## src/rtl/dnsle_pkg.sv

```systemverilog
// Package for the DNS name label encoder: constants and the structs passed between its parts.
package dnsle_pkg;

    localparam int MAX_LABEL_DEF = 63;
    localparam int CHAR_W        = 8;
    localparam int CNT_W         = 6;

    localparam logic [CHAR_W-1:0] DOT_CHAR = 8'h2E;

    // label ready for the back end
    typedef struct packed {
        logic             bank;
        logic [CNT_W-1:0] count;
        logic             ovf;
    } cmd_t;

    // label store write from the front end
    typedef struct packed {
        logic              en;
        logic              bank;
        logic [CNT_W-1:0]  idx;
        logic [CHAR_W-1:0] data;
    } wr_req_t;

    // bank handed back by the back end
    typedef struct packed {
        logic en;
        logic bank;
    } rel_t;

endpackage

```

## src/rtl/dnsle_front.sv

```systemverilog
// Front end: takes characters, fills the open label bank, queues finished labels.
module dnsle_front
    import dnsle_pkg::*;
#(
    parameter int MAX_LABEL = MAX_LABEL_DEF
)
(
    input  logic              clk,
    input  logic              rst_n,
    input  logic              in_valid,
    output logic              in_ready,
    input  logic [CHAR_W-1:0] in_char,
    input  logic              in_last,
    input  logic              fifo_full,
    output logic              push,
    output cmd_t              push_cmd,
    output wr_req_t           wr,
    input  rel_t              rel
);

    logic [CNT_W-1:0] count_reg, count_next;
    logic             ovf_reg, ovf_next;
    logic             bank_reg, bank_next;
    logic [1:0]       busy_reg, busy_next;

    logic             accept;
    logic             is_dot;
    logic             has_room;
    logic [CNT_W-1:0] count_add;
    logic             ovf_add;

    assign in_ready = !busy_reg[bank_reg] && !fifo_full;
    assign accept   = in_valid && in_ready;
    assign is_dot   = (in_char == DOT_CHAR);
    assign has_room = (count_reg < CNT_W'(MAX_LABEL));

    // label state after taking a plain character
    assign count_add = has_room ? count_reg + CNT_W'(1) : count_reg;
    assign ovf_add   = ovf_reg || !has_room;

    always_comb
    begin
        count_next = count_reg;
        ovf_next   = ovf_reg;
        bank_next  = bank_reg;
        busy_next  = busy_reg;
        push       = 1'b0;
        push_cmd   = '{bank: bank_reg, count: count_reg, ovf: ovf_reg};
        wr         = '{en: 1'b0, bank: bank_reg, idx: count_reg, data: in_char};

        if (rel.en)
        begin
            busy_next[rel.bank] = 1'b0;
        end

        if (accept)
        begin
            if (is_dot)
            begin
                push = 1'b1;
            end
            else
            begin
                wr.en    = has_room;
                push     = in_last;
                push_cmd = '{bank: bank_reg, count: count_add, ovf: ovf_add};
                count_next = count_add;
                ovf_next   = ovf_add;
            end

            if (push)
            begin
                busy_next[bank_reg] = 1'b1;
                bank_next  = !bank_reg;
                count_next = '0;
                ovf_next   = 1'b0;
            end
        end
    end

    always_ff @(posedge clk or negedge rst_n)
    begin
        if (!rst_n)
        begin
            count_reg <= '0;
            ovf_reg   <= 1'b0;
            bank_reg  <= 1'b0;
            busy_reg  <= '0;
        end
        else
        begin
            count_reg <= count_next;
            ovf_reg   <= ovf_next;
            bank_reg  <= bank_next;
            busy_reg  <= busy_next;
        end
    end

endmodule

```

## src/rtl/dnsle_cmd_fifo.sv

```systemverilog
// Two-entry queue of finished labels between front and back end.
module dnsle_cmd_fifo
    import dnsle_pkg::*;
(
    input  logic clk,
    input  logic rst_n,
    input  logic push,
    input  cmd_t push_cmd,
    input  logic pop,
    output cmd_t head,
    output logic empty,
    output logic full
);

    cmd_t       slot0_reg, slot0_next;
    cmd_t       slot1_reg, slot1_next;
    logic [1:0] fill_reg, fill_next;

    assign head  = slot0_reg;
    assign empty = (fill_reg == 2'd0);
    assign full  = (fill_reg == 2'd2);

    always_comb
    begin
        slot0_next = slot0_reg;
        slot1_next = slot1_reg;
        fill_next  = fill_reg;
        case ({push, pop})
            2'b10:
            begin
                if (fill_reg == 2'd0)
                begin
                    slot0_next = push_cmd;
                end
                else
                begin
                    slot1_next = push_cmd;
                end
                fill_next = fill_reg + 2'd1;
            end
            2'b01:
            begin
                slot0_next = slot1_reg;
                fill_next  = fill_reg - 2'd1;
            end
            2'b11:
            begin
                // pop only happens with one or two entries held
                if (fill_reg == 2'd1)
                begin
                    slot0_next = push_cmd;
                end
                else
                begin
                    slot0_next = slot1_reg;
                    slot1_next = push_cmd;
                end
            end
            default:
            begin
            end
        endcase
    end

    always_ff @(posedge clk or negedge rst_n)
    begin
        if (!rst_n)
        begin
            fill_reg <= '0;
        end
        else
        begin
            fill_reg <= fill_next;
        end
    end

    always_ff @(posedge clk)
    begin
        slot0_reg <= slot0_next;
        slot1_reg <= slot1_next;
    end

endmodule

```

## src/rtl/dnsle_back.sv

```systemverilog
// Back end: label store banks and the sequencer that sends length and character words.
module dnsle_back
    import dnsle_pkg::*;
#(
    parameter int MAX_LABEL = MAX_LABEL_DEF
)
(
    input  logic              clk,
    input  logic              rst_n,
    input  wr_req_t           wr,
    input  cmd_t              head,
    input  logic              empty,
    output logic              pop,
    output rel_t              rel,
    output logic              out_valid,
    input  logic              out_ready,
    output logic [CHAR_W-1:0] out_byte,
    output logic              is_length,
    output logic              label_overflow,
    output logic              out_last
);

    localparam int DEPTH = 2 * MAX_LABEL;
    localparam int AW    = (DEPTH > 1) ? $clog2(DEPTH) : 1;

    typedef enum logic [2:0] {
        B_IDLE  = 3'b001,
        B_READ  = 3'b010,
        B_FETCH = 3'b100
    } back_state_t;

    logic [CHAR_W-1:0] mem [DEPTH];

    back_state_t       state_reg, state_next;
    logic              bank_reg, bank_next;
    logic [CNT_W-1:0]  cnt_reg, cnt_next;
    logic [CNT_W-1:0]  idx_reg, idx_next;
    logic [CHAR_W-1:0] rd_data_reg;

    logic              ov_reg, ov_next;
    logic [CHAR_W-1:0] ob_reg, ob_next;
    logic              ol_reg, ol_next;
    logic              oovf_reg, oovf_next;
    logic              olast_reg, olast_next;

    logic              out_free;
    logic              rd_en;
    logic [AW-1:0]     wr_addr;
    logic [AW-1:0]     rd_addr;

    // second bank sits above the first
    assign wr_addr = wr.bank ? AW'(MAX_LABEL) + AW'(wr.idx) : AW'(wr.idx);
    assign rd_addr = bank_reg ? AW'(MAX_LABEL) + AW'(idx_reg) : AW'(idx_reg);
    assign rd_en   = (state_reg == B_READ);

    always_ff @(posedge clk)
    begin
        if (wr.en)
        begin
            mem[wr_addr] <= wr.data;
        end
        if (rd_en)
        begin
            rd_data_reg <= mem[rd_addr];
        end
    end

    assign out_free = !ov_reg || out_ready;

    always_comb
    begin
        state_next = state_reg;
        bank_next  = bank_reg;
        cnt_next   = cnt_reg;
        idx_next   = idx_reg;
        ov_next    = ov_reg && !out_ready;
        ob_next    = ob_reg;
        ol_next    = ol_reg;
        oovf_next  = oovf_reg;
        olast_next = olast_reg;
        pop        = 1'b0;
        rel        = '{en: 1'b0, bank: bank_reg};

        unique case (state_reg)
            B_IDLE:
            begin
                if (!empty && out_free)
                begin
                    pop        = 1'b1;
                    ov_next    = 1'b1;
                    ob_next    = CHAR_W'(head.count);
                    ol_next    = 1'b1;
                    oovf_next  = head.ovf;
                    olast_next = (head.count == '0);
                    bank_next  = head.bank;
                    cnt_next   = head.count;
                    idx_next   = '0;
                    if (head.count == '0)
                    begin
                        rel = '{en: 1'b1, bank: head.bank};
                    end
                    else
                    begin
                        state_next = B_READ;
                    end
                end
            end
            B_READ:
            begin
                state_next = B_FETCH;
            end
            B_FETCH:
            begin
                if (out_free)
                begin
                    ov_next    = 1'b1;
                    ob_next    = rd_data_reg;
                    ol_next    = 1'b0;
                    oovf_next  = 1'b0;
                    olast_next = (idx_reg == cnt_reg - CNT_W'(1));
                    if (idx_reg == cnt_reg - CNT_W'(1))
                    begin
                        rel        = '{en: 1'b1, bank: bank_reg};
                        state_next = B_IDLE;
                    end
                    else
                    begin
                        idx_next   = idx_reg + CNT_W'(1);
                        state_next = B_READ;
                    end
                end
            end
            default:
            begin
                state_next = B_IDLE;
            end
        endcase
    end

    always_ff @(posedge clk or negedge rst_n)
    begin
        if (!rst_n)
        begin
            state_reg <= B_IDLE;
            ov_reg    <= 1'b0;
        end
        else
        begin
            state_reg <= state_next;
            ov_reg    <= ov_next;
        end
    end

    always_ff @(posedge clk)
    begin
        bank_reg  <= bank_next;
        cnt_reg   <= cnt_next;
        idx_reg   <= idx_next;
        ob_reg    <= ob_next;
        ol_reg    <= ol_next;
        oovf_reg  <= oovf_next;
        olast_reg <= olast_next;
    end

    assign out_valid      = ov_reg;
    assign out_byte       = ob_reg;
    assign is_length      = ol_reg;
    assign label_overflow = oovf_reg;
    assign out_last       = olast_reg;

endmodule

```

## src/rtl/dns_name_label_encoder_unit.sv

```systemverilog
// Top level of the DNS name label encoder: front end, label queue and back end.
//
// Input channel (in_valid/in_ready, in_char, in_last): one character of a dotted
// name per word. A dot, or a word with in_last set, closes the open label.
// Output channel (out_valid/out_ready): one wire byte per word. A closed label
// comes out as its length byte (is_length=1, label_overflow=1 if characters
// past MAX_LABEL were dropped) followed by its characters; out_last marks the
// final word of the label. A name ending in a dot sends no empty label after it.
// Root terminator is not sent.
// Characters are written into one of two label banks, one word per cycle while
// in_ready is high. A closed label enters a two-entry queue; the back end reads
// the bank through a registered memory port, so each character word passes the
// B_READ and B_FETCH states, while the length byte goes from the queue head
// straight to the output register.
// The front keeps filling the other bank meanwhile; in_ready drops only when
// both banks hold labels not yet sent. A stalled receiver holds the output
// register and backs up through the queue to in_ready. Reset empties the queue,
// frees both banks and clears the open label; no clearing pass is needed.
module dns_name_label_encoder_unit
    import dnsle_pkg::*;
#(
    parameter int MAX_LABEL = MAX_LABEL_DEF
)
(
    input  logic              clk,
    input  logic              rst_n,
    input  logic              in_valid,
    output logic              in_ready,
    input  logic [CHAR_W-1:0] in_char,
    input  logic              in_last,
    output logic              out_valid,
    input  logic              out_ready,
    output logic [CHAR_W-1:0] out_byte,
    output logic              is_length,
    output logic              label_overflow,
    output logic              out_last
);

    logic    push;
    cmd_t    push_cmd;
    logic    pop;
    cmd_t    head;
    logic    empty;
    logic    full;
    wr_req_t wr;
    rel_t    rel;

    // classify characters and fill banks
    dnsle_front #(
        .MAX_LABEL (MAX_LABEL)
    ) u_front (
        .clk       (clk),
        .rst_n     (rst_n),
        .in_valid  (in_valid),
        .in_ready  (in_ready),
        .in_char   (in_char),
        .in_last   (in_last),
        .fifo_full (full),
        .push      (push),
        .push_cmd  (push_cmd),
        .wr        (wr),
        .rel       (rel)
    );

    // closed labels waiting for the back end
    dnsle_cmd_fifo u_fifo (
        .clk      (clk),
        .rst_n    (rst_n),
        .push     (push),
        .push_cmd (push_cmd),
        .pop      (pop),
        .head     (head),
        .empty    (empty),
        .full     (full)
    );

    // label store and output sequencer
    dnsle_back #(
        .MAX_LABEL (MAX_LABEL)
    ) u_back (
        .clk            (clk),
        .rst_n          (rst_n),
        .wr             (wr),
        .head           (head),
        .empty          (empty),
        .pop            (pop),
        .rel            (rel),
        .out_valid      (out_valid),
        .out_ready      (out_ready),
        .out_byte       (out_byte),
        .is_length      (is_length),
        .label_overflow (label_overflow),
        .out_last       (out_last)
    );

endmodule

```

## config.mk

```make
export PLATFORM = sky130hd
export DESIGN_NAME = dns_name_label_encoder_unit
export DESIGN_NICKNAME = d
export VERILOG_FILES = /design/src/rtl/dnsle_pkg.sv /design/src/rtl/dnsle_front.sv /design/src/rtl/dnsle_cmd_fifo.sv /design/src/rtl/dnsle_back.sv /design/src/rtl/dns_name_label_encoder_unit.sv
export SDC_FILE = /design/constraint.sdc
export NUM_CORES = 1
export LEC_CHECK = 0
export BUFFER_PORTS_ARGS = -buffer_cell sky130_fd_sc_hd__buf_2
export CAP_MARGIN = 5
export CORE_MARGIN = 2
export CORE_UTILIZATION = 25
export DETAILED_ROUTE_END_ITERATION = 8
export MAX_ROUTING_LAYER = met4
export SYNTH_ARGS = -nofsm -noshare
export SYNTH_HDL_FRONTEND = slang
export SYNTH_HIERARCHICAL = 1
export SYNTH_SLANG_ARGS = --single-unit
```

## constraint.sdc

```tcl
create_clock -name clk -period 3.2 [get_ports clk]
set_input_delay 0.16 -clock clk [delete_from_list [all_inputs] [get_ports clk]]
set_output_delay 0.16 -clock clk [all_outputs]
set_load 0.01 [all_outputs]
```

==> results of run 1 <==
-- layer usage --
layer | global-route usage | share of wire | vias to the layer above | routed length (um)
met5 | - | 0 | - | 0
met2 | 0.2100 | 0.49 | 913 | 54810
li1 | - | - | 10770 | -
met4 | 0.03622 | 0.026 | 0 | 2904
met3 | 0.01673 | 0.063 | 166 | 7086
met1 | 0.1691 | 0.42 | 12750 | 47380
-- how the worst max path moves through the flow --
| stage | from | end | slack, ns |
|---|---|---|---|
| detailed placement | u_back/idx_reg[0] | u_back/rd_data_reg[3] | -0.11 |
| global placement | u_back/idx_reg[0] | u_back/rd_data_reg[3] | -0.05 |
| global route | u_back/idx_reg[1] | u_back/rd_data_reg[6] | -0.01 |
| CTS | u_back/bank_reg | u_back/rd_data_reg[1] | 0.005 |
| finish | u_back/idx_reg[1] | u_back/rd_data_reg[4] | 0.07 |
| floorplan | u_fifo/fill_reg[0] | u_fifo/slot1_reg[0] | 0.14 |
-- metrics by stage --
step / setup slack [ns] / area [sq um] / util / hold slack [ns] / TNS [ns]
global route: -0.01020 / 52370 / 0.3056 / 0.05818 / -0.01059
floorplan: 0.1365 / 43060 / - / -0.1356 / 0
detailed placement: -0.1057 / 48420 / 0.2826 / 0.1151 / -0.1403
global placement: -0.05409 / 48420 / 0.2826 / 0.1080 / -0.1161
finish: 0.06712 / 52370 / 0.3056 / 0.07789 / 0
CTS: 0.004571 / 52200 / 0.3046 / 0.03917 / 0
-- cells in the final DEF, fill, tap and decap left out, drive strengths merged, types with 43 or more instances in the layout --
cell type     n
edfxtp     1056
buf         377
nand2       337
nor2        170
mux4        143
clkbuf      134
a21oi       111
mux2i        90
nand3        54
a32oi        46
clkinv       43
-- power by group --
group / total [mW] / internal (mW) / switching [mW]
clock: 13.1 / 7.71 / 5.40
combinational: 21.6 / 9.11 / 12.5
sequential: 16.3 / 16.0 / 0.274
-- area by class of cell --
cell class | instances | area [sq um]
inverters | 21 | 78.83
well taps | 2310 | 2890
clock inverters | 71 | 854.6
multi-input cells | 1309 | 10210
clock buffers | 133 | 2838
repair buffers | 386 | 3387
fillers | 16680 | 119000
flip-flops and latches | 1072 | 32110
-- timing repair --
action                                 in CTS  in global routing
pin swaps                                   1                  7
setup buffers                               0                  8
hold buffers                                8                  0
gates resized for setup                     4                 24
endpoints found under the hold margin      81                  0
cloned                                      0                  1
setup endpoints to repair                   4                 35
-- cells by family (layout without fill, tap and decap cells) --
family	after synthesis	after routing	share of synthesized area
buffers and inverters	166	611	0.02061
AND/OR/NAND/NOR	668	668	0.06760
XOR/XNOR	30	30	0.007063
flip-flops	1072	1072	0.7459
AO/OA/AOI/OAI	356	356	0.05612
multiplexers	244	244	0.09951
adder cells (fa/ha/maj)	11	11	0.003197
==> metrics.md, run 1 <==
| Metric | Value |
|---|---|
| Required @ worst endpoint | 3.65 ns |
| Max Root-Sink Buffers | 3 |
| Layout cell share with drive strength beyond 1 | 0.2470 |
| Die height | 419.0 um |
| Synth unique cells | 78 |
| Pwr dens | 974.8 nW/um^2 |
| Final Cycle Share | 0.9790 |
| Setup Skew | 0.03173 ns |
| CTS H-Tree Depth | 3 |
| Nets | 2922 |
| Most common cell in the netlist | edfxtp_1 |
| Max-Cap Viols | 0 |
| Initial Util | 0.2512 |
| Top delay family on crit path | compound AO/OA/AOI/OAI gates |
| Syn nets | 2571 |
| Global route total overflow | 0 |
| R2r startpoint | u_back/idx_reg[1] |
| CP bufs+invs | 2 |
| WL final | 112200 um |
| CP Class | reg2reg |
| Num CTS Buffers | 108 |
| Crit path cell chain | inv_1 -> ha_2 -> nand2b_1 -> nand2_8 -> buf_12 -> mux4_2 -> o21ai_0 -> a21oi_1 -> nand4_1 -> nor3_1 |
| Placed Cells | 5081 |
| Row count | 152 |
| CP max stage cell | o21ai_0 |
| Final Max Slew Viols | 0 |
| Root Buffer | clkbuf_16 |
| Synth Flop Type | edfxtp_1 |
| Setup-failing EPs final | 0 |
| Buffers on Ports | 25 |
| Syn_area_per_cell | 16.90 sq um |
| DR DRC count | 0 |
| Rel. slew slack | 0.1791 |
| RSZ-0062 raised after global routing | yes |
| Avg Vias per Cell | 4.638 |
| Mapped Area | 43050 sq um |
| First-pass GRT wire length | 165600 um |
| Dominant cell type by area after synthesis | edfxtp_1 |
| Max IR drop VDD | 0.6077 mV |
| Largest net degree at the start of global routing | 97 |
| Worst-Skew Late Latency | 0.70 ns |
| Die W | 419.0 um |
| DP HPWL | 71950 um |
| FF-to-FF path depth | 10 |
| Static leakage | 17.09 nW |
| WL/cell | 21.16 um |
| Crit start category | flip-flop |
| Setup slack, reg-to-reg | 0.07 ns |
| Cell count along the critical path | 10 |
| Max FO, Critical Path | 20 |
| Post-synth EDFFs | 1056 |
| RePlAce Congestion | 0.8793 |
| Top post-synthesis cells by area | edfxtp_1, mux4_2, nand2_1 |
| Final non-filler cell total | 5302 |
| Total power draw | 51.05 mW |
| Worst Hold End | u_back/mem[111][4] |
| Register bit total from synthesis | 1072 |
| Drt initial violations | 2644 |
| Clock sink count | 1072 |
| TritonRoute pass-1 iters | 5 |
| Critical Path Sink Type | flip-flop |
| Core ar. | 171400 sq um |
| Sequential fraction of the synthesis area | 0.7459 |
| Clk slew on worst S/H paths | 0.07 ns |
| Synth top area share | 0.7366 |
| Post-Syn Instances | 2547 |
| Async SR Flop Fraction | 0.01493 |
| Top Ports | 26 |
| Top cells by count, synth | edfxtp_1, nand2_1, nor2_1 |
| Slew @ Worst Pin | 1.231 ns |
| Area of the die | 175500 sq um |
| Crit Reg-Reg Endpoint | u_back/rd_data_reg[4] |
| Worst stage delay on the critical path | 0.55 ns |
| Initial antenna violation count | 1 |
| Synth Warn # | 6 |
| Hold Path Depth | 2 |
| Hold crit path type | in2reg |
| Max FFs per register | 1008 |
| CTS tree | built |
| Largest Register | u_back/mem |
| Final ANT Viol Nets | 0 |
| Max Freq | 319.2 MHz |
| Status | complete, no violations |
| Final number of hold-violating endpoints | 0 |
| Hold path startpoint | in_char[4] |
| Ant. Diodes | 0 |
| Critical path arrival | 3.58 ns |
| Final min period | 3.133 ns |
| Routed via count | 24590 |
| Vias in the first global route | 24310 |
| Tot GR Track Use | 0.1290 |
| P&R area growth vs syn | 21.64% |
(Power assumes the default switching activity.)
==> run 2: changes to the inputs <==
--- a/config.mk
+++ b/config.mk
@@ -11,6 +11,7 @@
 export CORE_UTILIZATION = 25
 export DETAILED_ROUTE_END_ITERATION = 8
 export MAX_ROUTING_LAYER = met4
+export REMOVE_ABC_BUFFERS = 1
 export SYNTH_ARGS = -nofsm -noshare
 export SYNTH_HDL_FRONTEND = slang
 export SYNTH_HIERARCHICAL = 1
==> metrics.md, run 2 (synthesized netlist as in run 1, its figures left out) <==
| Metric | Value |
|---|---|
| Buffers on Ports | 25 (unchanged) |
| Rel. slew slack | 0.2141 (+0.03508) |
| Clock sink count | 1072 (unchanged) |
| WL/cell | 21.16 um (about the same) |
| Tot GR Track Use | 0.1290 (about the same) |
| Setup slack, reg-to-reg | 0.05 ns (-0.02 ns) |
| Filler cells | 16690 (+0.054%) |
| Placed cell areas | 48320 sq um (-0.20%) |
| Core Util, Final | 0.3038 (-0.001782) |
| Max-Cap Viols | 0 (unchanged) |
| Final Max Slew Viols | 0 (unchanged) |
| Final Cycle Share | 0.9853 (+0.006253) |
| Global route total overflow | 0 (unchanged) |
| Max IR drop VDD | 0.6816 mV (+12%) |
| Final non-filler cell total | 5298 (-0.075%) |
| Leading cell type in the layout, fill and taps excluded | edfxtp_1 |
| Num CTS Buffers | 110 (+1.9%) |
| Crit Reg-Reg Endpoint | u_back/rd_data_reg[2] |
| Hold path startpoint | in_char[6] |
| Final min period | 3.153 ns (+0.02001 ns) |
| Avg Vias per Cell | 4.621 (-0.38%) |
| Status | complete, no violations |
| Worst-Skew Late Latency | 0.67 ns (-0.03 ns) |
| R2r startpoint | u_back/bank_reg |
| Max Root-Sink Buffers | 3 (unchanged) |
| First-pass GRT wire length | 164500 um (-0.66%) |
| Vias in the first global route | 24110 (-0.81%) |
| Slew @ Worst Pin | 1.179 ns (-0.05262 ns) |
| Routed via count | 24480 (-0.45%) |
| Largest net degree at the start of global routing | 127 (+31%) |
| Commonest non-fill, non-tap cells in the layout | edfxtp_1, nand2_1, buf_4, nor2_1, mux4_2 |
| Setup-failing EPs final | 0 (unchanged) |
| Core ar. | 171400 sq um (unchanged) |
| Area of the die | 175500 sq um (unchanged) |
| Hold Path Depth | 2 (unchanged) |
| Drt initial violations | 2694 (+1.9%) |
| Total power draw | 50.19 mW (-1.7%) |
| Nets | 2923 (+0.034%) |
| CTS H-Tree Depth | 3 (unchanged) |
| RePlAce Congestion | 0.8949 (+1.8%) |
| Critical path arrival | 3.56 ns (-0.02 ns) |
| Final number of hold-violating endpoints | 0 (unchanged) |
| Setup TNS | 0 ns (unchanged) |
| Crit start category | flip-flop |
| Largest Register | u_back/mem |
| Final instance area | 52060 sq um (-0.58%) |
| CP Class | reg2reg |
| Layout cell share with drive strength beyond 1 | 0.2550 (+0.008028) |
| Row count | 152 (unchanged) |
| DP HPWL | 72480 um (+0.74%) |
| Max FO, Critical Path | 28 (+40%) |
| Die W | 419.0 um (unchanged) |
| P&R area growth vs syn | 20.93% |
| Root Buffer | clkbuf_16 |
| Clk slew on worst S/H paths | 0.06 ns (about the same) |
| WL final | 112100 um (about the same) |
| Worst Setup SP | u_back/bank_reg |
| Max Freq | 317.2 MHz (-0.63%) |
| Final ANT Viol Nets | 0 (unchanged) |
| DR DRC count | 0 (unchanged) |
| FF-to-FF path depth | 9 (-1) |
| Setup Skew | 0.01864 ns (-0.01309 ns) |
| RSZ-0062 raised after global routing | no |
| Initial Util | 0.2512 (unchanged) |
| Hold crit path type | in2reg |
| TritonRoute pass-1 iters | 5 (unchanged) |
| Critical Path Sink Type | flip-flop |
| Max FFs per register | 1008 (unchanged) |
| Ant. Diodes | 0 (unchanged) |
| Static leakage | 16.92 nW (-1.0%) |
| Initial antenna violation count | 2 (+1) |
| Pwr dens | 963.9 nW/um^2 (-1.1%) |
| Top Ports | 26 (unchanged) |
| Required @ worst endpoint | 3.61 ns (-0.04 ns) |
| CTS tree | built |
| Worst Hold End | u_back/mem[33][6] |
| Die height | 419.0 um (unchanged) |
| Placed Cells | 5086 (+0.098%) |
[run 2: changes by cell type in the layout (fill, tap and decap cells not counted), moves of 3 or more]
cell / delta
a211oi_1: -7
a211oi_2: +7
nor3_1: -3
o21ai_2: +4
clkinvlp_4: +4
buf_4: +14
o21ai_0: -5
buf_12: -10
bufinv_16: -7
nor3_2: +3
[run 2: metrics by stage]
step,hold slack (ns),setup slack [ns]
detailed placement,0.1193,-0.1896
global route,0.04771,0.004474
global placement,0.1113,-0.2411
CTS,0.01718,0.003984
finish,0.05694,0.04711
floorplan,-0.1356,-6.732
[run 2: what timing repair did]
action | 4_1_cts | 5_1_grt
setup buffers | 0 | 5
endpoints found under the hold margin | 55 | 0
pin swaps | 1 | 5
hold buffers | 6 | 0
resized for setup | 24 | 30
endpoints found under the setup margin | 7 | 34
[run 2: per-layer routing]
layer / routed length (um) / global-route usage
met2: 54290 / 0.2083
met1: 47470 / 0.1684
met3: 6317 / 0.01551
met4: 4005 / 0.04375
met5: 0 / -
[run 2: critical path, stage by stage, from the launching register on]
cell	delay (ns)
edfxtp_1	0.43
buf_12	0.19
xnor2_4	0.20
buf_12	0.18
buf_12	0.24
mux4_2	0.56
o2111ai_1	0.40
nand3_1	0.27
a21oi_2	0.31
nor3_1	0.09
[run 2: worst max-delay path by stage]
stage,endpoint,slack (ns),cells past startpoint
after floorplan,u_back/rd_data_reg[0],-6.73,6
after global placement,u_back/rd_data_reg[0],-0.24,12
after detailed placement,u_back/rd_data_reg[0],-0.19,12
after CTS,u_back/rd_data_reg[1],0.004,12
after global routing,u_back/rd_data_reg[0],0.004,10
final,u_back/rd_data_reg[2],0.05,9
[run 2: cell type report]
| type | instances | area, sq um | area share |
|---|---|---|---|
| Multi-Input combinational cell | 1309 | 10300 | 0.1978 |
| Inverter | 21 | 78.83 | 0.001514 |
| Timing Repair Buffer | 385 | 3208 | 0.06162 |
| Clock buffer | 133 | 2860 | 0.05494 |
| Clock inverter | 68 | 618.1 | 0.01187 |
| Sequential cell | 1072 | 32110 | 0.6168 |
| Tap cell | 2310 | 2890 | 0.05551 |
[run 2: power by group]
| part | internal, mW | switching [mW] |
|---|---|---|
| Clock | 7.16 | 5.26 |
| Combinational | 8.89 | 12.6 |
| Sequential | 16.0 | 0.283 |
